--- src/sv/avcc2ab_pkg.sv ---
// Shared types and constants of the length-prefixed to start-code NAL converter.
// Used by the controller, the datapath and the top level; depends on nothing.
`timescale 1ns / 1ps

package avcc2ab_pkg;

	// Default depth of the parameter-set prefix memory, in bytes.
	localparam int PREFIX_DEPTH_DEF = 56;

	// Status codes carried with a result word.
	localparam logic [1:0] ST_OK        = 2'd0;
	localparam logic [1:0] ST_TRUNC     = 2'd1;
	localparam logic [1:0] ST_NEG_LEN   = 2'd2;
	localparam logic [1:0] ST_BAD_EXTRA = 2'd3;

	// NAL unit type of an IDR slice.
	localparam logic [4:0] NAL_TYPE_IDR = 5'd5;

	// What the output word carries in the current cycle.
	typedef enum logic [2:0] {
		EM_PREFIX,
		EM_ZERO,
		EM_ONE,
		EM_DATA,
		EM_STAT
	} emit_sel_t;

	// Work an accepted input word calls for.
	typedef struct packed {
		logic wr;   // write a four-byte start code into the prefix memory
		logic rep;  // replay the stored prefix, then one extra zero byte
		logic sc;   // emit a three-byte start code
		logic dat;  // emit the input byte itself
		logic st;   // emit one status-only word
	} plan_t;

	// Datapath to controller.
	typedef struct packed {
		plan_t plan_in;   // plan of the word on the input side
		logic  dat_q;     // held plan of the word in work
		logic  st_q;
		logic  rep_last;  // replay pointer sits on the last prefix byte
		logic  out_free;  // output register can take a word this cycle
	} dp_status_t;

	// Controller to datapath.
	typedef struct packed {
		logic      accept;
		logic      emit;
		emit_sel_t sel;
		logic      last_res;
		logic      wr_sc;
		logic [1:0] wr_k;
	} ctl_cmd_t;

endpackage

--- src/sv/avcc2ab_ram.sv ---
// Generic single-write, single-read memory with a registered read port.
// Depends on nothing.
`timescale 1ns / 1ps

module avcc2ab_ram #(
	parameter int WIDTH = 8,
	parameter int DEPTH = 56
) (
	input  logic                     clk,
	input  logic                     we,
	input  logic [$clog2(DEPTH)-1:0] waddr,
	input  logic [WIDTH-1:0]         wdata,
	input  logic [$clog2(DEPTH)-1:0] raddr,
	output logic [WIDTH-1:0]         rdata
);

	logic [WIDTH-1:0] mem_q [DEPTH];

	always_ff @(posedge clk) begin
		if (we) begin
			mem_q[waddr] <= wdata;
		end
		rdata <= mem_q[raddr];
	end

endmodule

--- src/sv/avcc2ab_ctrl.sv ---
// Sequencing controller of the NAL converter: steps through the words that one
// accepted input word produces. Depends on avcc2ab_pkg.
`timescale 1ns / 1ps

module avcc2ab_ctrl (
	input  logic                   clk,
	input  logic                   arst_n,
	input  logic                   s_valid,
	output logic                   s_ready,
	input  avcc2ab_pkg::dp_status_t stat,
	output avcc2ab_pkg::ctl_cmd_t   cmd
);

	typedef enum logic [3:0] {
		S_IDLE,
		S_WR0,
		S_WR1,
		S_WR2,
		S_WR3,
		S_REP,
		S_Z4,
		S_SC0,
		S_SC1,
		S_SC2,
		S_DAT,
		S_STAT
	} state_t;

	state_t state_q;
	state_t first_st;
	state_t next_st;
	logic   emitting;
	logic   final_word;
	logic   accept;

	// Entry state for the word on the input side.
	always_comb begin
		if (stat.plan_in.wr) begin
			first_st = S_WR0;
		end else if (stat.plan_in.rep) begin
			first_st = S_REP;
		end else if (stat.plan_in.sc) begin
			first_st = S_SC0;
		end else if (stat.plan_in.dat) begin
			first_st = S_DAT;
		end else if (stat.plan_in.st) begin
			first_st = S_STAT;
		end else begin
			first_st = S_IDLE;
		end
	end

	always_comb begin
		emitting = (state_q == S_REP) || (state_q == S_Z4) || (state_q == S_SC0) ||
			(state_q == S_SC1) || (state_q == S_SC2) || (state_q == S_DAT) ||
			(state_q == S_STAT);
		final_word = ((state_q == S_SC2) && !stat.dat_q) || (state_q == S_DAT) ||
			(state_q == S_STAT);
		s_ready = (state_q == S_IDLE) || (final_word && stat.out_free);
		accept = s_valid && s_ready;

		cmd.accept   = accept;
		cmd.emit     = emitting && stat.out_free;
		cmd.last_res = final_word;
		cmd.wr_sc    = 1'b0;
		cmd.wr_k     = 2'd0;
		case (state_q)
			S_WR0: begin cmd.wr_sc = 1'b1; cmd.wr_k = 2'd0; end
			S_WR1: begin cmd.wr_sc = 1'b1; cmd.wr_k = 2'd1; end
			S_WR2: begin cmd.wr_sc = 1'b1; cmd.wr_k = 2'd2; end
			S_WR3: begin cmd.wr_sc = 1'b1; cmd.wr_k = 2'd3; end
			default: ;
		endcase
		case (state_q)
			S_REP:  cmd.sel = avcc2ab_pkg::EM_PREFIX;
			S_SC2:  cmd.sel = avcc2ab_pkg::EM_ONE;
			S_DAT:  cmd.sel = avcc2ab_pkg::EM_DATA;
			S_STAT: cmd.sel = avcc2ab_pkg::EM_STAT;
			default: cmd.sel = avcc2ab_pkg::EM_ZERO;
		endcase
	end

	always_comb begin
		next_st = state_q;
		if (accept) begin
			next_st = first_st;
		end else begin
			case (state_q)
				S_WR0: next_st = S_WR1;
				S_WR1: next_st = S_WR2;
				S_WR2: next_st = S_WR3;
				S_WR3: next_st = stat.st_q ? S_STAT : S_IDLE;
				S_REP: if (stat.out_free && stat.rep_last) next_st = S_Z4;
				S_Z4:  if (stat.out_free) next_st = S_SC0;
				S_SC0: if (stat.out_free) next_st = S_SC1;
				S_SC1: if (stat.out_free) next_st = S_SC2;
				S_SC2: if (stat.out_free) next_st = stat.dat_q ? S_DAT : S_IDLE;
				S_DAT: if (stat.out_free) next_st = S_IDLE;
				S_STAT: if (stat.out_free) next_st = S_IDLE;
				default: next_st = S_IDLE;
			endcase
		end
	end

	always_ff @(posedge clk or negedge arst_n) begin
		if (!arst_n) begin
			state_q <= S_IDLE;
		end else begin
			state_q <= next_st;
		end
	end

endmodule

--- src/sv/avcc2ab_dp.sv ---
// Datapath of the NAL converter: extradata and packet parsers, prefix memory,
// held word plan and output register. Depends on avcc2ab_pkg and avcc2ab_ram.
`timescale 1ns / 1ps

module avcc2ab_dp #(
	parameter int PREFIX_DEPTH = avcc2ab_pkg::PREFIX_DEPTH_DEF
) (
	input  logic                    clk,
	input  logic                    arst_n,
	input  logic [7:0]              s_data,
	input  logic                    s_op,
	input  logic                    s_last,
	input  avcc2ab_pkg::ctl_cmd_t   cmd,
	output avcc2ab_pkg::dp_status_t stat,
	output logic                    m_valid,
	input  logic                    m_ready,
	output logic [7:0]              m_data,
	output logic [3:0]              m_user,
	output logic                    m_last
);

	localparam int AW = $clog2(PREFIX_DEPTH);
	localparam int LW = $clog2(PREFIX_DEPTH + 1);
	localparam logic [2:0] HDR_LAST = 3'd5;

	typedef enum logic [2:0] {
		E_HEADER,
		E_SIZE_HI,
		E_SIZE_LO,
		E_PAYLOAD,
		E_PPS_COUNT,
		E_DONE
	} ex_phase_t;

	typedef enum logic [1:0] {
		P_LEN,
		P_HEAD,
		P_BODY,
		P_SKIP
	} pk_phase_t;

	// Parser state.
	ex_phase_t   eph_q, eph_n;
	logic [2:0]  hb_q, hb_n;
	logic [7:0]  ul_q, ul_n;
	logic [15:0] ub_q, ub_n;
	logic        pps_q, pps_n;
	logic        bad_q, bad_n;
	logic [LW-1:0] plen_q, plen_n;
	pk_phase_t   pph_q, pph_n;
	logic [1:0]  lb_q, lb_n;
	logic [23:0] nl_q, nl_n;
	logic [30:0] nbl_q, nbl_n;

	// Held plan of the word in work.
	logic          dat_q, st_q, eop_q;
	logic [1:0]    fstat_q, fstat_n;
	logic [7:0]    byte_q;
	logic [AW-1:0] wbase_q, wbase_n;
	logic [AW-1:0] idx_q;

	// Output register.
	logic       ovld_q;
	logic [7:0] obyte_q;
	logic       obv_q, olast_q, oeop_q;
	logic [1:0] ostat_q;

	avcc2ab_pkg::plan_t plan;
	logic          adv;
	logic          pay_we;
	logic [31:0]   nlv;
	logic [16:0]   fit_sum;
	logic          rep_last;
	logic          out_free;
	logic          ram_we;
	logic [AW-1:0] ram_waddr, ram_raddr;
	logic [7:0]    ram_wdata, ram_rdata;
	logic [7:0]    emit_byte;

	assign nlv      = {nl_q, s_data};
	assign fit_sum  = 17'(plen_q) + 17'd4 + {1'b0, ub_q[15:8], s_data};
	assign rep_last = (LW'(idx_q) + LW'(1)) == plen_q;
	assign out_free = !ovld_q || m_ready;

	always_comb begin
		eph_n = eph_q; hb_n = hb_q; ul_n = ul_q; ub_n = ub_q;
		pps_n = pps_q; bad_n = bad_q; plen_n = plen_q;
		pph_n = pph_q; lb_n = lb_q; nl_n = nl_q; nbl_n = nbl_q;
		plan = '0;
		fstat_n = avcc2ab_pkg::ST_OK;
		wbase_n = wbase_q;
		adv = 1'b0;
		pay_we = 1'b0;
		if (!s_op) begin
			// A new blob empties the prefix.
			if (eph_q == E_HEADER && hb_q == 3'd0) begin
				plen_n = '0;
				bad_n = 1'b0;
			end
			if (!bad_n) begin
				case (eph_q)
					E_HEADER: begin
						if (hb_q == HDR_LAST) begin
							ul_n = {3'b000, s_data[4:0]};
							pps_n = 1'b0;
							hb_n = 3'd0;
							adv = 1'b1;
						end else begin
							hb_n = hb_q + 3'd1;
						end
					end
					E_SIZE_HI: begin
						ub_n = {s_data, 8'h00};
						eph_n = E_SIZE_LO;
					end
					E_SIZE_LO: begin
						ub_n = {ub_q[15:8], s_data};
						if (fit_sum > 17'(PREFIX_DEPTH)) begin
							plen_n = '0;
							bad_n = 1'b1;
							eph_n = E_DONE;
						end else begin
							plan.wr = 1'b1;
							wbase_n = plen_q[AW-1:0];
							plen_n = plen_q + LW'(4);
							if (ub_n != 16'd0) begin
								eph_n = E_PAYLOAD;
							end else begin
								adv = 1'b1;
							end
						end
					end
					E_PAYLOAD: begin
						if (plen_q < LW'(PREFIX_DEPTH)) begin
							pay_we = 1'b1;
							plen_n = plen_q + LW'(1);
						end
						if (ub_q != 16'd0) begin
							ub_n = ub_q - 16'd1;
						end
						if (ub_n == 16'd0) begin
							adv = 1'b1;
						end
					end
					E_PPS_COUNT: begin
						ul_n = s_data;
						adv = 1'b1;
					end
					default: ;
				endcase
				// Move on to the next unit, the PPS count, or the end.
				if (adv) begin
					if (ul_n != 8'd0) begin
						ul_n = ul_n - 8'd1;
						eph_n = E_SIZE_HI;
					end else if (!pps_n) begin
						pps_n = 1'b1;
						eph_n = E_PPS_COUNT;
					end else begin
						eph_n = E_DONE;
					end
				end
			end
			if (s_last) begin
				if (!bad_n && eph_n != E_DONE) begin
					plen_n = '0;
					bad_n = 1'b1;
				end
				plan.st = 1'b1;
				fstat_n = bad_n ? avcc2ab_pkg::ST_BAD_EXTRA : avcc2ab_pkg::ST_OK;
				eph_n = E_HEADER;
				hb_n = 3'd0;
				ul_n = 8'd0;
				ub_n = 16'd0;
				pps_n = 1'b0;
				bad_n = 1'b0;
			end
		end else begin
			case (pph_q)
				P_LEN: begin
					if (lb_q == 2'd3) begin
						lb_n = 2'd0;
						if (nlv[31]) begin
							plan.st = 1'b1;
							fstat_n = avcc2ab_pkg::ST_NEG_LEN;
							pph_n = P_SKIP;
						end else if (nlv == 32'd0) begin
							plan.sc = 1'b1;
						end else begin
							nbl_n = nlv[30:0];
							pph_n = P_HEAD;
							if (s_last) begin
								plan.st = 1'b1;
								fstat_n = avcc2ab_pkg::ST_TRUNC;
							end
						end
						nl_n = 24'd0;
					end else begin
						lb_n = lb_q + 2'd1;
						nl_n = nlv[23:0];
						if (s_last) begin
							plan.st = 1'b1;
							fstat_n = avcc2ab_pkg::ST_TRUNC;
						end
					end
				end
				P_HEAD, P_BODY: begin
					if (pph_q == P_HEAD) begin
						plan.rep = (s_data[4:0] == avcc2ab_pkg::NAL_TYPE_IDR) &&
							(plen_q != '0);
						plan.sc = 1'b1;
					end
					plan.dat = 1'b1;
					if (nbl_q != 31'd0) begin
						nbl_n = nbl_q - 31'd1;
					end
					pph_n = (nbl_n != 31'd0) ? P_BODY : P_LEN;
					if (s_last && nbl_n != 31'd0) begin
						fstat_n = avcc2ab_pkg::ST_TRUNC;
					end
				end
				default: begin
					if (s_last) begin
						plan.st = 1'b1;
						fstat_n = avcc2ab_pkg::ST_NEG_LEN;
					end
				end
			endcase
			if (s_last) begin
				pph_n = P_LEN;
				lb_n = 2'd0;
				nl_n = 24'd0;
				nbl_n = 31'd0;
			end
		end
	end

	always_ff @(posedge clk or negedge arst_n) begin
		if (!arst_n) begin
			eph_q <= E_HEADER;
			hb_q <= 3'd0;
			ul_q <= 8'd0;
			ub_q <= 16'd0;
			pps_q <= 1'b0;
			bad_q <= 1'b0;
			plen_q <= '0;
			pph_q <= P_LEN;
			lb_q <= 2'd0;
			nl_q <= 24'd0;
			nbl_q <= 31'd0;
			dat_q <= 1'b0;
			st_q <= 1'b0;
			eop_q <= 1'b0;
			fstat_q <= avcc2ab_pkg::ST_OK;
			idx_q <= '0;
			ovld_q <= 1'b0;
		end else begin
			if (cmd.accept) begin
				eph_q <= eph_n;
				hb_q <= hb_n;
				ul_q <= ul_n;
				ub_q <= ub_n;
				pps_q <= pps_n;
				bad_q <= bad_n;
				plen_q <= plen_n;
				pph_q <= pph_n;
				lb_q <= lb_n;
				nl_q <= nl_n;
				nbl_q <= nbl_n;
				dat_q <= plan.dat;
				st_q <= plan.st;
				eop_q <= s_last;
				fstat_q <= fstat_n;
				idx_q <= '0;
			end else if (cmd.emit && cmd.sel == avcc2ab_pkg::EM_PREFIX && !rep_last) begin
				idx_q <= idx_q + AW'(1);
			end
			if (cmd.emit) begin
				ovld_q <= 1'b1;
			end else if (m_ready) begin
				ovld_q <= 1'b0;
			end
		end
	end

	always_ff @(posedge clk) begin
		if (cmd.accept) begin
			byte_q <= s_data;
			wbase_q <= wbase_n;
		end
		if (cmd.emit) begin
			obyte_q <= emit_byte;
			obv_q <= (cmd.sel != avcc2ab_pkg::EM_STAT);
			olast_q <= cmd.last_res;
			oeop_q <= cmd.last_res && eop_q;
			ostat_q <= cmd.last_res ? fstat_q : avcc2ab_pkg::ST_OK;
		end
	end

	always_comb begin
		case (cmd.sel)
			avcc2ab_pkg::EM_PREFIX: emit_byte = ram_rdata;
			avcc2ab_pkg::EM_ONE:    emit_byte = 8'h01;
			avcc2ab_pkg::EM_DATA:   emit_byte = byte_q;
			default:                emit_byte = 8'h00;
		endcase
	end

	// Write port: start codes from the controller, payload bytes on accept.
	assign ram_we    = cmd.wr_sc || (cmd.accept && pay_we);
	assign ram_waddr = cmd.wr_sc ? (wbase_q + AW'(cmd.wr_k)) : plen_q[AW-1:0];
	assign ram_wdata = cmd.wr_sc ? ((cmd.wr_k == 2'd3) ? 8'h01 : 8'h00) : s_data;

	// The read address runs one byte ahead so that replay streams one byte a cycle while the output is free.
	always_comb begin
		if (cmd.accept) begin
			ram_raddr = '0;
		end else if (cmd.emit && cmd.sel == avcc2ab_pkg::EM_PREFIX && !rep_last) begin
			ram_raddr = idx_q + AW'(1);
		end else begin
			ram_raddr = idx_q;
		end
	end

	avcc2ab_ram #(
		.WIDTH(8),
		.DEPTH(PREFIX_DEPTH)
	) u_prefix_ram (
		.clk  (clk),
		.we   (ram_we),
		.waddr(ram_waddr),
		.wdata(ram_wdata),
		.raddr(ram_raddr),
		.rdata(ram_rdata)
	);

	assign stat.plan_in  = plan;
	assign stat.dat_q    = dat_q;
	assign stat.st_q     = st_q;
	assign stat.rep_last = rep_last;
	assign stat.out_free = out_free;

	assign m_valid = ovld_q;
	assign m_data  = obyte_q;
	assign m_user  = {ostat_q, oeop_q, obv_q};
	assign m_last  = olast_q;

endmodule

--- src/sv/avcc_to_annexb_nal_converter_unit.sv ---
// Top level of the length-prefixed (AVCC) to start-code (Annex B) H.264 converter.
// Depends on avcc2ab_pkg, avcc2ab_ctrl and avcc2ab_dp.
`timescale 1ns / 1ps

// The block takes one byte per input word, either an extradata byte
// (tuser = 0) or a packet byte (tuser = 1), with tlast on the final byte of an
// extradata blob or a packet. Extradata is parsed into a prefix memory that holds
// every SPS and PPS unit behind a 00 00 00 01 start code. Packet bytes carry a
// four-byte big-endian length and then the NAL; every NAL leaves the block
// behind 00 00 01, and an IDR slice is preceded by the stored prefix and one
// more zero byte. Each output word carries one byte or, with the byte-valid bit
// clear, a status only; tlast closes the words of one input word. While the
// output does not stall, a word that produces a single output word (a NAL body
// byte, a status) lets the next input word in as it emits, so bodies stream at
// one byte a cycle. A NAL header byte emits 00 00 01 and itself; an IDR header
// byte first replays the prefix, one byte a cycle when not stalled, then a zero
// byte. A zero length emits only 00 00 01. The extradata byte that closes a unit
// size holds off the input while the start code is written into the prefix
// memory through its single write port. The prefix memory needs no clearing
// after reset: only bytes below the stored prefix length are read.
module avcc_to_annexb_nal_converter_unit #(
	parameter int PREFIX_DEPTH = avcc2ab_pkg::PREFIX_DEPTH_DEF
) (
	input  logic       clk,
	input  logic       arst_n,

	input  logic       s_axis_tvalid,
	output logic       s_axis_tready,
	input  logic [7:0] s_axis_tdata,  // [7:0] data_byte
	input  logic [0:0] s_axis_tuser,  // [0] opcode
	input  logic       s_axis_tlast,  // last_byte

	output logic       m_axis_tvalid,
	input  logic       m_axis_tready,
	output logic [7:0] m_axis_tdata,  // [7:0] out_byte
	output logic [3:0] m_axis_tuser,  // [0] byte_valid, [1] end_of_packet, [3:2] status
	output logic       m_axis_tlast   // last_of_run
);

	// Controller and datapath talk only through these two bundles.
	avcc2ab_pkg::ctl_cmd_t   cmd;
	avcc2ab_pkg::dp_status_t stat;

	avcc2ab_ctrl u_ctrl (
		.clk    (clk),
		.arst_n (arst_n),
		.s_valid(s_axis_tvalid),
		.s_ready(s_axis_tready),
		.stat   (stat),
		.cmd    (cmd)
	);

	avcc2ab_dp #(
		.PREFIX_DEPTH(PREFIX_DEPTH)
	) u_dp (
		.clk    (clk),
		.arst_n (arst_n),
		.s_data (s_axis_tdata),
		.s_op   (s_axis_tuser[0]),
		.s_last (s_axis_tlast),
		.cmd    (cmd),
		.stat   (stat),
		.m_valid(m_axis_tvalid),
		.m_ready(m_axis_tready),
		.m_data (m_axis_tdata),
		.m_user (m_axis_tuser),
		.m_last (m_axis_tlast)
	);

endmodule

--- config.mk ---
export PLATFORM = sky130hd
export DESIGN_NAME = avcc_to_annexb_nal_converter_unit
export DESIGN_NICKNAME = d
export VERILOG_FILES = /design/src/sv/avcc2ab_pkg.sv /design/src/sv/avcc2ab_ram.sv /design/src/sv/avcc2ab_ctrl.sv /design/src/sv/avcc2ab_dp.sv /design/src/sv/avcc_to_annexb_nal_converter_unit.sv
export SDC_FILE = /design/constraint.sdc
export NUM_CORES = 1
export LEC_CHECK = 0
export BUFFER_PORTS_ARGS = -buffer_cell sky130_fd_sc_hd__buf_4
export CELL_PAD_IN_SITES_DETAIL_PLACEMENT = 1
export CELL_PAD_IN_SITES_GLOBAL_PLACEMENT = 1
export CORE_MARGIN = 5
export CORE_UTILIZATION = 47
export DETAILED_ROUTE_END_ITERATION = 8
export PLACE_DENSITY = 0.74
export SLEW_MARGIN = 20
export SYNTH_ARGS = -nofsm -noshare
export SYNTH_HDL_FRONTEND = slang
export SYNTH_SLANG_ARGS = --single-unit
--- constraint.sdc ---
create_clock -name clk -period 4.1 [get_ports clk]
set_input_delay 0.205 -clock clk [delete_from_list [all_inputs] [get_ports clk]]
set_output_delay 0.205 -clock clk [all_outputs]
set_load 0.05 [all_outputs]
* After elaboration in Yosys (flattened, before gate mapping)
Memories as Yosys holds them, arrays and structs flattened. A register that Yosys moved wholly into a read port is not among the register bits.
Cells that the tools add are included.
** Storage, ports and cells
- Register bits after elaboration :: 140
- Bits in writable memories :: 448
- Output and inout port bits :: 15
- Word-level logic and storage cells :: 279
- Memories kept :: 1
** Memories
- u_dp.u_prefix_ram.mem_q :: depth 56, bits a word 8, rd ports 1, clocked after Yosys merged registers in 1, write ports 1, RTL line avcc2ab_ram.sv:17 : logic [WIDTH-1:0] mem_q [DEPTH];
** Operators by class
- $add $sub $neg :: 11
- $lt $le $gt $ge :: 2
- Eq/ne operators :: 38
- Multiplexer cells :: 139
- Bitwise gates (word level) :: 3
- Reductions and logical operators :: 59
** Operator list (number)
- two-way mux 31 bit :: 7
- two-way mux 16 bit :: 6
- two-way mux 24 bit :: 3
- two-way mux 8 bit :: 8
- one-hot mux 31 bit (2 select lines) :: 1
- nonzero test 31 bit :: 2
- two-way mux 4 bit :: 14
- two-way mux 6 bit :: 9
- two-way mux 1 bit :: 50
- one-hot mux 16 bit (3 select lines) :: 1
- one-hot mux 4 bit (10 select lines) :: 1
- two-way mux 3 bit :: 12
- zero test 32 bit :: 1
- two-way mux 2 bit :: 16
- nonzero test 16 bit :: 2
- subtractor 31 x 1 -> 31 bit, second input constant :: 1
- one-hot mux 3 bit (4 select lines) :: 2
- one-hot mux 8 bit (3 select lines) :: 1
- adder 17 x 16 -> 17 bit :: 1
- > comparator 17 x 6 -> 1 bit, second input constant :: 1
- equality test 4 x 3 -> 1 bit, second input constant :: 4
- equality test 4 bit, second input constant :: 4
- zero test 16 bit :: 1
- one-hot mux 8 bit (2 select lines) :: 1
- 46 further kinds :: 103

* Longest topological paths before layout
Gate-level depths: netlist of run 1.
- Depth in word-level cells :: 22
- Depth in mapped cells :: 16

* Hierarchy
A second synthesis of run 1 with hierarchy kept.
** Second synthesis, totals
- Cell total of the unflattened synthesis :: 2069
- Area total of the unflattened synthesis :: 27861.7 um2
** Modules (own cells, without submodules)
- avcc2ab_ram :: instances 1, cells each 858, area an instance 17899.7 um2, seq. area each 13613.1 um2
- avcc2ab_dp :: instances 1, cells each 1138, area an instance 9399.0 um2, seq. area each 3538.4 um2
- avcc2ab_ctrl :: instances 1, cells each 73, area an instance 563.0 um2, seq. area each 100.1 um2

* Least setup slack after synthesis of run 1
No wires, ideal clock.
- Path type :: flip-flop to flip-flop
- Start point :: register u_dp.plen_q[2]
- End point :: register u_dp.plen_q[1]
- Library setup time :: 123 ps
- Arrival :: 3691 ps
- Setup slack :: 286 ps
- Cell stages (with the launch flop) :: 16
- Buffers on the path :: 1
- Clock period less this slack :: 3814 ps
- Cells stage by stage :: dfrtp_1 -> clkbuf_1 -> inv_1 -> ha_1 -> ha_1 -> a21o_1 -> a21oi_1 -> a21oi_1 -> o21ba_2 -> a211oi_1 -> o2111ai_1 -> o31ai_1 -> a32oi_1 -> a311oi_1 -> and2_1 -> o21ai_1
** Between the ends
- Word-level cells in the longest chain between the ends :: 14
- Elaborated cells on any way between the ends :: 26
** RTL lines
- start: declaration :: RTL line avcc2ab_dp.sv:49 : logic [LW-1:0] plen_q, plen_n;
- start signal: assignment :: RTL line avcc2ab_dp.sv:265 : plen_q <= plen_n;
- adder 6 x 3 -> 7 bit :: RTL line avcc2ab_dp.sv:81 : assign fit_sum = 17'(plen_q) + 17'd4 + {1'b0, ub_q[15:8], s_data};
- adder 17 x 16 -> 17 bit :: RTL line avcc2ab_dp.sv:81
- > comparator 17 x 6 -> 1 bit :: RTL line avcc2ab_dp.sv:118 : if (fit_sum > 17'(PREFIX_DEPTH)) begin
- two-way mux 1 bit :: RTL line avcc2ab_dp.sv:118
- one-hot mux 1 bit (4 select lines) :: RTL line avcc2ab_dp.sv:101 : case (eph_q)
- two-way mux 1 bit :: RTL line avcc2ab_dp.sv:100 : if (!bad_n) begin
- two-way mux 1 bit :: RTL line avcc2ab_dp.sv:94 : if (!s_op) begin
- two-way mux 3 bit :: RTL line avcc2ab_dp.sv:152 : if (adv) begin
- two-way mux 3 bit :: RTL line avcc2ab_dp.sv:100
- two-way mux 3 bit :: RTL line avcc2ab_dp.sv:94
- inequality test 3 bit :: RTL line avcc2ab_dp.sv:165 : if (!bad_n && eph_n != E_DONE) begin
- logical AND 1 bit :: RTL line avcc2ab_dp.sv:165
- two-way mux 6 bit :: RTL line avcc2ab_dp.sv:165
- two-way mux 6 bit (*) :: RTL line avcc2ab_dp.sv:164 : if (s_last) begin
Mark *: on every way between the ends. The rest lies on a longest branch, timed or not. The select of a mux whose other input is x is not followed.
A chain may end at the register's enable or synchronous reset.

* Worst setup path after layout of run 1
- Start point :: register u_dp.idx_q[0]
- End point :: register u_dp.u_prefix_ram.rdata[5], read port of u_dp.u_prefix_ram.mem_q
** Between the ends
- Word-level cells in the longest chain between the ends :: 6
** RTL lines
- start: declaration :: RTL line avcc2ab_dp.sv:60 : logic [AW-1:0] idx_q;
- start signal: assignment :: RTL line avcc2ab_dp.sv:276 : idx_q <= idx_q + AW'(1);
- adder 6 x 1 -> 6 bit :: RTL line avcc2ab_dp.sv:82, avcc2ab_dp.sv:319
- equality test 6 bit :: RTL line avcc2ab_dp.sv:82 : assign rep_last = (LW'(idx_q) + LW'(1)) == plen_q;
- zero test 1 bit :: RTL line avcc2ab_dp.sv:318 : end else if (cmd.emit && cmd.sel == avcc2ab_pkg::EM_PREFIX && !rep_last) begin
- logical AND 1 bit :: RTL line avcc2ab_dp.sv:318
- two-way mux 6 bit (*) :: RTL line avcc2ab_dp.sv:318
- two-way mux 6 bit (*) :: RTL line avcc2ab_dp.sv:316 : if (cmd.accept) begin
- end: declaration :: RTL line avcc2ab_ram.sv:14 : output logic [WIDTH-1:0] rdata
Mark *: on every way between the ends. The rest lies on a longest branch, timed or not.

==> reports/results.txt, run 1 <==
clock buffer count from CTS -> 66
Routed Wire Length -> 86,000 microns
pin count of the biggest net entering global routing -> 76
Leakage -> 11.4 nW
crit path DAT -> 4510 ps
top-level port count -> 29
Initial DRC Count -> 2,187
Clk pwr share -> 0.266
HPWL after detailed placement -> 55,600 microns
Final Hold Fails -> 0
Yosys warning count -> 0
post-synthesis mux area share -> 0.0139
Clock Tree Root -> clkbuf_16
ys flop type -> edfxtp_1
grt total ovfl -> 0
fmax -> 0.249 GHz
Worst Slack Setup Final -> 91.9 ps
Psw -> 8.57 mW
hold_ws -> 27.3 ps
Skew-Pair Late Insertion Delay -> 610 ps
pre-CTS WS -> 16.4 ps
first-pass GRT wire length -> 131,000 microns
Post-DP Area -> 0.0293 sq mm
pwr dens -> 709 mW/mm^2
Synth Instances -> 2,396
Synth Area in Adders -> 0.0115
setup tns final -> 0 ps
Mapped Area -> 0.0274 sq mm
worst-path maximum fanout -> 23
Yosys reg bits -> 596
Synth cell types -> 82
Synth area leader -> edfxtp_1
clk buf depth -> 3
GRT Overall Usage -> 0.267
internal power -> 14.0 mW
row count -> 88
Post-Synth XOR/XNOR Area -> 0.0106
Final #Nets -> 2,557
core area -> 0.0577 sq mm
Final Critical Period -> 4010 ps
Slew Limit Fails -> 0
Final Skew -> 17.0 ps
# diodes -> 0
syn avg cell area -> 11.4 sq um
Setup crit end kind -> flip-flop
switch share -> 0.380
Layout area overhead -> 16.0%
number of flops mapped to enable cells by yosys -> 475
CTS clk-pin slew, worst paths -> 60 ps
die width -> 251 microns
PortBufs -> 28
Hold WC Path Type -> primary input to flip-flop
CP Launch Type -> flip-flop
drt via density -> 6.26
status -> finished clean
area share of the largest cell type after synthesis -> 0.521
CTS tree -> done
initial cell density of the core -> 0.474
crit share post-route -> 0.978
vias in the first global route -> 21,700
Die Area -> 0.0631 sq mm
Peak VDD IR -> 0.394 mV
slew at the pin with the worst max-slew slack -> 1010 ps
sequential area share after synthesis -> 0.631
Seq pwr share -> 0.377
via count -> 20,900
WL per Instance -> 25.8 microns
clock sinks -> 596
ANT nets after route -> 0
fin area -> 0.0318 sq mm
Slew headroom -> 0.328
Fillers -> 5,990
share of cells above drive strength 1 -> 0.137
largest family of logic cells by synthesized area -> simple AND/OR/NAND/NOR gates
ys async rst share -> 0.190
drt first pass iters -> 5
max cap viols -> 0
H-Tree Depth -> 3
Setup violations, final -> 0
Post-route DRC -> 0
syn_nets -> 2,434
Synth area leaders -> edfxtp_1 52%, dfrtp_1 10%, nand2_1 5.2%
crit path kind -> flip-flop to flip-flop
Synth Area in Compound Gates -> 0.151
initial antenna violation count -> 3
simple-gate share of the synthesized area -> 0.156
RD Place Congestion -> 0.913
most frequent cells in the layout -> 475 x edfxtp_1, 375 x nand2_1, 181 x buf_4, 149 x nor2_1, 113 x o21ai_0
combinational power share -> 0.357
Die H -> 251 microns
most common cell after layout, fill and taps aside -> edfxtp_1
CP required -> 4600 ps
-- flip-flops by register name, indices dropped and copies added, names as in the netlist, 3 cells and up --
signal                   count
u_dp.ub_q                   16
u_dp.plen_q                  6
u_dp.eph_q                   3
u_dp.u_prefix_ram.rdata      8
u_dp.m_data                  8
u_dp.u_prefix_ram.mem_q    448
u_dp.nl_q                   24
u_dp.byte_q                  8
u_dp.wbase_q                 6
u_ctrl.state_q               4
u_dp.hb_q                    3
u_dp.nbl_q                  31
u_dp.idx_q                   6
u_dp.ul_q                    8
-- metal layers --
layer  track usage  part of all wire  up-vias  wire, microns
met5             0           0.00040        -             34
met4        0.0809             0.028        4           2450
met3        0.0498             0.067      152           5770
met2         0.433              0.47      690          40800
met1         0.372              0.43    10800          36900
li1              -                 -     9251              -
-- final cells by class --
class / instances / area (sq um) / share of cell area
inverters: 35 / 141 / 0.00445
clock buffers: 97 / 1940 / 0.0611
flip-flops and latches: 596 / 17300 / 0.543
multi-input cells: 1621 / 9590 / 0.302
clock inverters: 21 / 246 / 0.00776
repair buffers: 199 / 1630 / 0.0512
well taps: 765 / 957 / 0.0301
-- cells by family (layout without fill, tap and decap cells) --
| group | Yosys count | count (layout) |
|---|---|---|
| muxes | 37 | 37 |
| and+or+nand+nor | 905 | 905 |
| xor gates and xnor gates | 33 | 33 |
| adders and majority gates | 24 | 24 |
| DFF | 596 | 596 |
| buffers and inverters | 179 | 352 |
| AOI/OAI and AO/OA | 622 | 622 |
-- cell usage after synthesis, types with 24 or more instances --
master / instances
a211oi_1: 98
a21oi_1: 113
a22o_1: 41
a22oi_1: 26
a31oi_1: 64
buf_1: 24
clkbuf_1: 110
dfrtp_1: 113
edfxtp_1: 475
inv_1: 30
mux2i_1: 28
nand2_1: 378
nand3_1: 78
nand4_1: 26
nor2_1: 155
nor2b_1: 92
nor3_1: 49
o21ai_0: 117
-- what timing repair did --
action	4_1_cts	5_1_grt
pin swaps	0	8
setup buffers	0	2
hold endpoints to repair	56	0
hold buffers	7	0
resized for setup	2	30
setup endpoints to repair	6	25
cloned	1	0
-- metrics by stage --
step	std cells	power [mW]	utilization
finish	3334	22.5	0.550
global route	3334	23.6	0.550
CTS	3332	22.4	0.548
detailed placement	3206	16.3	0.508
global placement	3206	15.9	0.508
floorplan	2396	13.3	-
-- worst max-delay path, stage by stage (launching register included) --
cell,delay [ps]
dfrtp_1,430
ha_1,290
nor2b_1,240
o21a_1,220
o21ai_0,140
a221o_1,380
nand2_1,160
nand2_4,110
inv_8,200
buf_6,230
nor2b_1,70
a211oi_1,320
a211oi_1,110
a31oi_1,330
nand4_1,340
and3_1,290
-- worst paths after layout --
path | depth (start not counted) | slack [ps] | startpoint | end
max | 15 | 90 | u_dp.idx_q[0]$_DFF_PN0_ | u_dp.u_prefix_ram.rdata[5]$_DFF_P_
min reg2reg | 1 | 510 | u_dp.ul_q[1]$_DFFE_PN0P_ | u_dp.ul_q[1]$_DFFE_PN0P_
min | 1 | 30 | s_axis_tdata[7] | u_dp.byte_q[7]$_DFFE_PP_
max reg2reg | 15 | 90 | u_dp.idx_q[0]$_DFF_PN0_ | u_dp.u_prefix_ram.rdata[5]$_DFF_P_
max in group asynchronous | 3 | 2920 | arst_n | u_dp.plen_q[4]$_DFFE_PN0P_
min in group asynchronous | 2 | 190 | arst_n | u_dp.nbl_q[19]$_DFFE_PN0P_
-- power groups by stage --
stage                     sequential (mW)  combinational (mW)  clock [mW]
after floorplan                      8.43                4.87           0
after global placement               8.53                7.38           0
after detailed placement             8.57                7.71           0
after CTS                            8.46                7.88        6.08
after global routing                 8.54                8.68        6.37
final                                8.48                8.05        6.00
No activity file was read; power rests on OpenSTA's default activity.
==> inputs of run 2 (changes only) <==
--- a/config.mk
+++ b/config.mk
@@ -10,6 +10,7 @@
 export CELL_PAD_IN_SITES_GLOBAL_PLACEMENT = 1
 export CORE_MARGIN = 5
 export CORE_UTILIZATION = 47
+export CTS_BUF_LIST = sky130_fd_sc_hd__clkbuf_4 sky130_fd_sc_hd__clkbuf_8 sky130_fd_sc_hd__clkbuf_16
 export DETAILED_ROUTE_END_ITERATION = 8
 export PLACE_DENSITY = 0.74
 export SLEW_MARGIN = 20
==> run 2 against run 1 <==
Against the previous run: cell count about the same; setup slack got worse by 75 ps; sequential power hardly changed; first-iteration DRC count down 4.8%; count of clock-buffer cells in the layout is the same; non-clock buffer count is 1 higher; total power grew 0.52%; clock power grew 2%.
==> reports/results.txt, run 2 (synthesized netlist as in run 1, its figures left out) <==
status -> finished clean
die width -> 251 microns (unchanged)
clock buffer count from CTS -> 66 (unchanged)
fmax -> 0.245 GHz (-1.8%)
Initial DRC Count -> 2,083 (-4.8%)
Die Area -> 0.0631 sq mm (unchanged)
Largest regs -> u_dp.u_prefix_ram.mem_q: 448 flops, u_dp.nbl_q: 31 flops, u_dp.nl_q: 24 flops
area of the multi-input gates -> 0.00959 sq mm (unchanged)
Final Hold Fails -> 0 (unchanged)
Pwr Total -> 22.6 mW (+0.52%)
pin count of the biggest net entering global routing -> 76 (unchanged)
Setup crit end kind -> flip-flop
ANT nets after route -> 0 (unchanged)
Storage cell area -> 0.0173 sq mm (unchanged)
crit path DAT -> 4580 ps (+70 ps)
DP Cell Count -> 3,206 (unchanged)
Slew Limit Fails -> 0 (unchanged)
CTS tree -> done
drt via density -> 6.29 (+0.44%)
share of cells above drive strength 1 -> 0.144 (+0.00617)
GRT Overall Usage -> 0.267 (-0.000478)
most common cell after layout, fill and taps aside -> edfxtp_1
Routed Wire Length -> 85,800 microns (-0.20%)
WL per Instance -> 25.7 microns (-0.23%)
Die H -> 251 microns (unchanged)
Leakage -> 11.4 nW (+0.52%)
crit share post-route -> 0.996 (+0.0184)
max cap viols -> 0 (unchanged)
Skew-Pair Late Insertion Delay -> 610 ps (about the same)
Clock Tree Root -> clkbuf_16
Post-route DRC -> 0 (unchanged)
via count -> 21,000 (+0.47%)
setup tns final -> 0 ps (unchanged)
# diodes -> 0 (unchanged)
Largest register FFs -> 448 (unchanged)
clk buf depth -> 3 (unchanged)
Final #Nets -> 2,558 (+0.039%)
slew at the pin with the worst max-slew slack -> 999 ps (-6.78 ps)
most frequent cells in the layout -> 475 x edfxtp_1, 375 x nand2_1, 181 x buf_4, 149 x nor2_1, 114 x o21ai_0
pwr dens -> 712 mW/mm^2 (+0.30%)
PortBufs -> 28 (unchanged)
Fillers -> 5,989 (-0.017%)
initial cell density of the core -> 0.474 (unchanged)
CP required -> 4600 ps (about the same)
grt total ovfl -> 0 (unchanged)
Final Skew -> 17.9 ps (+0.854 ps)
initial antenna violation count -> 4 (+1)
drt first pass iters -> 5 (unchanged)
setup slack, reg-to-reg -> 20 ps (-80 ps)
most flop-heavy register -> u_dp.u_prefix_ram.mem_q
pre-CTS WS -> 16.4 ps (unchanged)
Post-DP Area -> 0.0293 sq mm (unchanged)
H-Tree Depth -> 3 (unchanged)
first-pass GRT wire length -> 131,000 microns (-0.17%)
row count -> 88 (unchanged)
RD Place Congestion -> 0.913 (unchanged)
core area -> 0.0577 sq mm (unchanged)
final non-filler cell total -> 3,335 (+0.030%)
Peak VDD IR -> 0.393 mV (-0.41%)
clock sinks -> 596 (unchanged)
CP Launch Type -> flip-flop
Worst Slack Setup Final -> 16.6 ps (-75.3 ps)
Hold WC Path Type -> primary input to flip-flop
RSZ-0062 raised after global routing -> true
crit path kind -> flip-flop to flip-flop
fin area -> 0.0318 sq mm (+0.22%)
Slew headroom -> 0.333 (+0.00453)
worst-path maximum fanout -> 23 (unchanged)
vias in the first global route -> 21,600 (-0.44%)
CTS clk-pin slew, worst paths -> 60 ps (about the same)
Layout area overhead -> 16.3%
Final Critical Period -> 4080 ps (+75.3 ps)
top-level port count -> 29 (unchanged)
HPWL after detailed placement -> 55,600 microns (unchanged)
Setup violations, final -> 0 (unchanged)
-- run 2: worst paths after layout --
check                           depth (start not counted)                     start                                  to
worst max-delay path                                   15   u_dp.idx_q[0]$_DFF_PN0_  u_dp.u_prefix_ram.rdata[5]$_DFF_P_
worst max register to register                         15   u_dp.idx_q[0]$_DFF_PN0_  u_dp.u_prefix_ram.rdata[5]$_DFF_P_
worst min register to register                          1  u_dp.ul_q[1]$_DFFE_PN0P_            u_dp.ul_q[1]$_DFFE_PN0P_
worst min-delay path                                    2           s_axis_tdata[1]            u_dp.byte_q[1]$_DFFE_PP_
min in group asynchronous                               2                    arst_n           u_dp.nl_q[20]$_DFFE_PN0P_
max in group asynchronous                               3                    arst_n          u_dp.plen_q[4]$_DFFE_PN0P_
-- run 2: cell type report --
class,count,area share
Clock buffer,97,0.0629
Multi-Input combinational cell,1621,0.301
Sequential cell,596,0.542
Timing Repair Buffer,200,0.0514
Clock inverter,21,0.00775
Inverter,35,0.00444
Tap cell,765,0.0301
-- run 2: timing repair --
action                                  4_1_cts  5_1_grt
hold buffers                                  8        0
endpoints found under the setup margin        5       25
pin swaps                                     0        8
gates resized for setup                       2       30
endpoints found under the hold margin        57        0
cloned                                        1        0
buffers inserted                              0        2
-- run 2: worst max-delay path, stage by stage, from the launching register on --
cell,delay (ps)
dfrtp_1,440
ha_1,300
nor2b_1,240
o21a_1,220
o21ai_0,140
a221o_1,380
nand2_1,160
nand2_4,110
inv_8,200
buf_6,240
nor2b_1,70
a211oi_1,330
a211oi_1,120
a31oi_1,340
nand4_1,370
and3_1,310
-- run 2: power breakdown --
| part | switching, mW | internal [mW] | total [mW] |
|---|---|---|---|
| Combinational | 5.48 | 2.57 | 8.05 |
| Sequential | 0.645 | 7.84 | 8.48 |
| Clock | 2.45 | 3.66 | 6.11 |
| Total | 8.58 | 14.1 | 22.6 |
-- run 2: metrics by stage --
step,utilization,hold WS [ps]
2_1_floorplan,-,-90.6
3_5_place_dp,0.508,304
4_1_cts,0.549,64.3
5_1_grt,0.552,80.0
6_report,0.552,87.7
3_3_place_gp,0.508,302
-- run 2: layer usage --
metal  track usage  vias up  routed length (microns)
li1              -     9255                        -
met1         0.374    10800                    36600
met2         0.431      745                    40700
met3        0.0479      161                     6040
met4        0.0787        4                     2430
met5             0        -                       32
==> inputs of run 3 (changes only) <==
--- a/config.mk
+++ b/config.mk
@@ -12,8 +12,9 @@
 export CORE_UTILIZATION = 47
 export CTS_BUF_LIST = sky130_fd_sc_hd__clkbuf_4 sky130_fd_sc_hd__clkbuf_8 sky130_fd_sc_hd__clkbuf_16
 export DETAILED_ROUTE_END_ITERATION = 8
-export PLACE_DENSITY = 0.74
+export PLACE_DENSITY = 0.79
 export SLEW_MARGIN = 20
 export SYNTH_ARGS = -nofsm -noshare
 export SYNTH_HDL_FRONTEND = slang
 export SYNTH_SLANG_ARGS = --single-unit
+export TNS_END_PERCENT = 30
==> run 3 against run 2 <==
Against the previous run: setup slack gained 24 ps; worst hold slack lost 51 ps; utilization is essentially flat; cell count shrank 0.15%; count of clock-buffer cells in the layout shrank 16; die area is the same; flip-flop and latch count is the same; total power grew 0.23%; highest routed layer unchanged; critical path type unchanged; first-iteration DRC count grew 16%; non-clock buffer count shrank 11.
==> reports/results.txt, run 3 (synthesized netlist as in run 1, its figures left out) <==
ANT nets after route -> 0 (unchanged)
Hold WC Path Type -> primary input to flip-flop
clk buf depth -> 3 (unchanged)
crit share post-route -> 0.990 (-0.00597)
drt via density -> 6.35 (+1.1%)
vias in the first global route -> 22,000 (+1.6%)
Bufs and invs on worst path -> 3 (+1)
Setup violations, final -> 0 (unchanged)
crit path kind -> flip-flop to flip-flop
die width -> 251 microns (unchanged)
RD Place Congestion -> 0.884 (-3.2%)
most frequent cells in the layout -> 475 x edfxtp_1, 372 x nand2_1, 170 x buf_4, 151 x nor2_1, 116 x o21ai_0
Largest regs -> u_dp.u_prefix_ram.mem_q: 448 flops, u_dp.nbl_q: 31 flops, u_dp.nl_q: 24 flops
fin area -> 0.0318 sq mm (about the same)
Die Area -> 0.0631 sq mm (unchanged)
Layout area overhead -> 16.3% (about the same)
top-level port count -> 29 (unchanged)
CTS tree -> done
pre-CTS WS -> -88.3 ps (-105 ps)
Final Critical Period -> 4060 ps (-24.5 ps)
HPWL after detailed placement -> 54,300 microns (-2.4%)
Largest register FFs -> 448 (unchanged)
most flop-heavy register -> u_dp.u_prefix_ram.mem_q
status -> finished clean
CP Launch Type -> flip-flop
Post-route DRC -> 0 (unchanged)
Routed Wire Length -> 87,700 microns (+2.1%)
Peak VDD IR -> 0.475 mV (+21%)
pwr dens -> 713 mW/mm^2 (+0.26%)
core area -> 0.0577 sq mm (unchanged)
crit path max-delay cell type -> dfrtp_1
slew at the pin with the worst max-slew slack -> 1070 ps (+71.3 ps)
Final Skew -> 36.6 ps (+18.7 ps)
fmax -> 0.246 GHz (+0.60%)
pin count of the biggest net entering global routing -> 123 (+62%)
hold_ws -> 36.6 ps (-51.2 ps)
critical path's top delay family -> simple AND/OR/NAND/NOR gates
CTS clk-pin slew, worst paths -> 60 ps (about the same)
Clock Tree Root -> clkbuf_16
Initial DRC Count -> 2,426 (+16%)
Leakage -> 11.4 nW (-0.36%)
Slew Limit Fails -> 0 (unchanged)
clock buffer count from CTS -> 66 (unchanged)
crit path DAT -> 4550 ps (-30 ps)
initial cell density of the core -> 0.474 (unchanged)
max cap viols -> 0 (unchanged)
PortBufs -> 28 (unchanged)
Skew-Pair Late Insertion Delay -> 620 ps (about the same)
grt total ovfl -> 0 (unchanged)
Setup crit end kind -> flip-flop
row count -> 88 (unchanged)
Critical Path, Cell by Cell -> ha_1 > nor2b_1 > nor3_2 > o21ai_0 > a221o_1 > nand2_2 > nand2_4 > inv_16 > buf_4 > buf_8 > nor2b_1 > a211oi_1 > a311oi_1 > nor3_1 > o21ai_0 > and3_1
slowest cell delay on critical path -> 440 ps (about the same)
via count -> 21,200 (+0.91%)
share of cells above drive strength 1 -> 0.141 (-0.00273)
GRT Overall Usage -> 0.269 (+0.00174)
drt first pass iters -> 5 (unchanged)
initial antenna violation count -> 5 (+1)
Die H -> 251 microns (unchanged)
first-pass GRT wire length -> 132,000 microns (+0.90%)
WL per Instance -> 26.3 microns (+2.3%)
Final #Nets -> 2,547 (-0.43%)
CP required -> 4590 ps (about the same)
Slew headroom -> 0.284 (-0.0488)
Worst Slack Setup Final -> 41.1 ps (+24.5 ps)
Final Hold Fails -> 0 (unchanged)
Post-DP Area -> 0.0292 sq mm (-0.29%)
clock sinks -> 596 (unchanged)
worst-path maximum fanout -> 42 (+83%)
most common cell after layout, fill and taps aside -> edfxtp_1
H-Tree Depth -> 3 (unchanged)
[run 3: changes by cell type in the layout (fill, tap and decap cells not counted), moves of 5 or more]
cell / delta
clkinv_2: +5
clkbuf_8: -11
a211oi_2: +5
clkinv_1: +13
buf_4: -11
a211oi_1: -5
[run 3: through the flow]
stage	utilization	instances	power (mW)	TNS, ps
after global routing	0.551	3328	23.7	-252
after detailed placement	0.507	3193	16.2	-272
final	0.551	3330	22.7	0
after global placement	0.507	3193	15.8	0
after floorplan	-	2396	13.3	0
after CTS	0.546	3323	22.3	0
[run 3: path summary, 6_finish.rpt]
path	from	slack, ps	end	cells past startpoint
setup / recovery	u_dp.idx_q[0]$_DFF_PN0_	40	u_dp.u_prefix_ram.rdata[6]$_DFF_P_	16
hold / removal	m_axis_tready	40	u_dp.m_valid$_DFFE_PN0P_	3
setup reg to reg	u_dp.idx_q[0]$_DFF_PN0_	40	u_dp.u_prefix_ram.rdata[6]$_DFF_P_	16
hold reg to reg	u_dp.eop_q$_DFFE_PN0P_	480	u_dp.eop_q$_DFFE_PN0P_	2
max in group asynchronous	arst_n	2830	u_dp.plen_q[5]$_DFFE_PN0P_	3
min in group asynchronous	arst_n	200	u_dp.nbl_q[2]$_DFFE_PN0P_	2
[run 3: final cells by class]
cell class / instances / area [sq um]
tap: 765 / 957
sequential: 596 / 17300
inverter: 35 / 150
antenna: 2 / 5.00
clock buffer: 81 / 1790
clock inverter: 41 / 378
timing repair buffer: 189 / 1610
fill: 5948 / 25900
multi-input combinational: 1621 / 9670
[run 3: repair_timing]
item / 4_1_cts / 5_1_grt
endpoints found under the hold margin: 57 / 0
endpoints found under the setup margin: 14 / 95
setup buffers: 0 / 2
resized for setup: 9 / 40
hold buffers: 8 / 0
pin swaps: 1 / 6
gates cloned: 0 / 3
[run 3: worst min-delay path: cells and delay by family]
kind | cells | cell delay [ps]
simple gates | 2 | 300
buf+inv | 1 | 90
[run 3: routing by layer]
| layer | part of all wire | track usage |
|---|---|---|
| met5 | 0.00031 | 0 |
| met4 | 0.037 | 0.100 |
| met3 | 0.084 | 0.0604 |
| met2 | 0.47 | 0.432 |
| met1 | 0.41 | 0.361 |
[run 3: power by group]
group	internal (mW)	total, mW	switching, mW	leakage [nW]
logic	2.61	8.24	5.62	4.48
registers	7.84	8.47	0.633	5.83
clock network	3.51	5.98	2.47	1.08
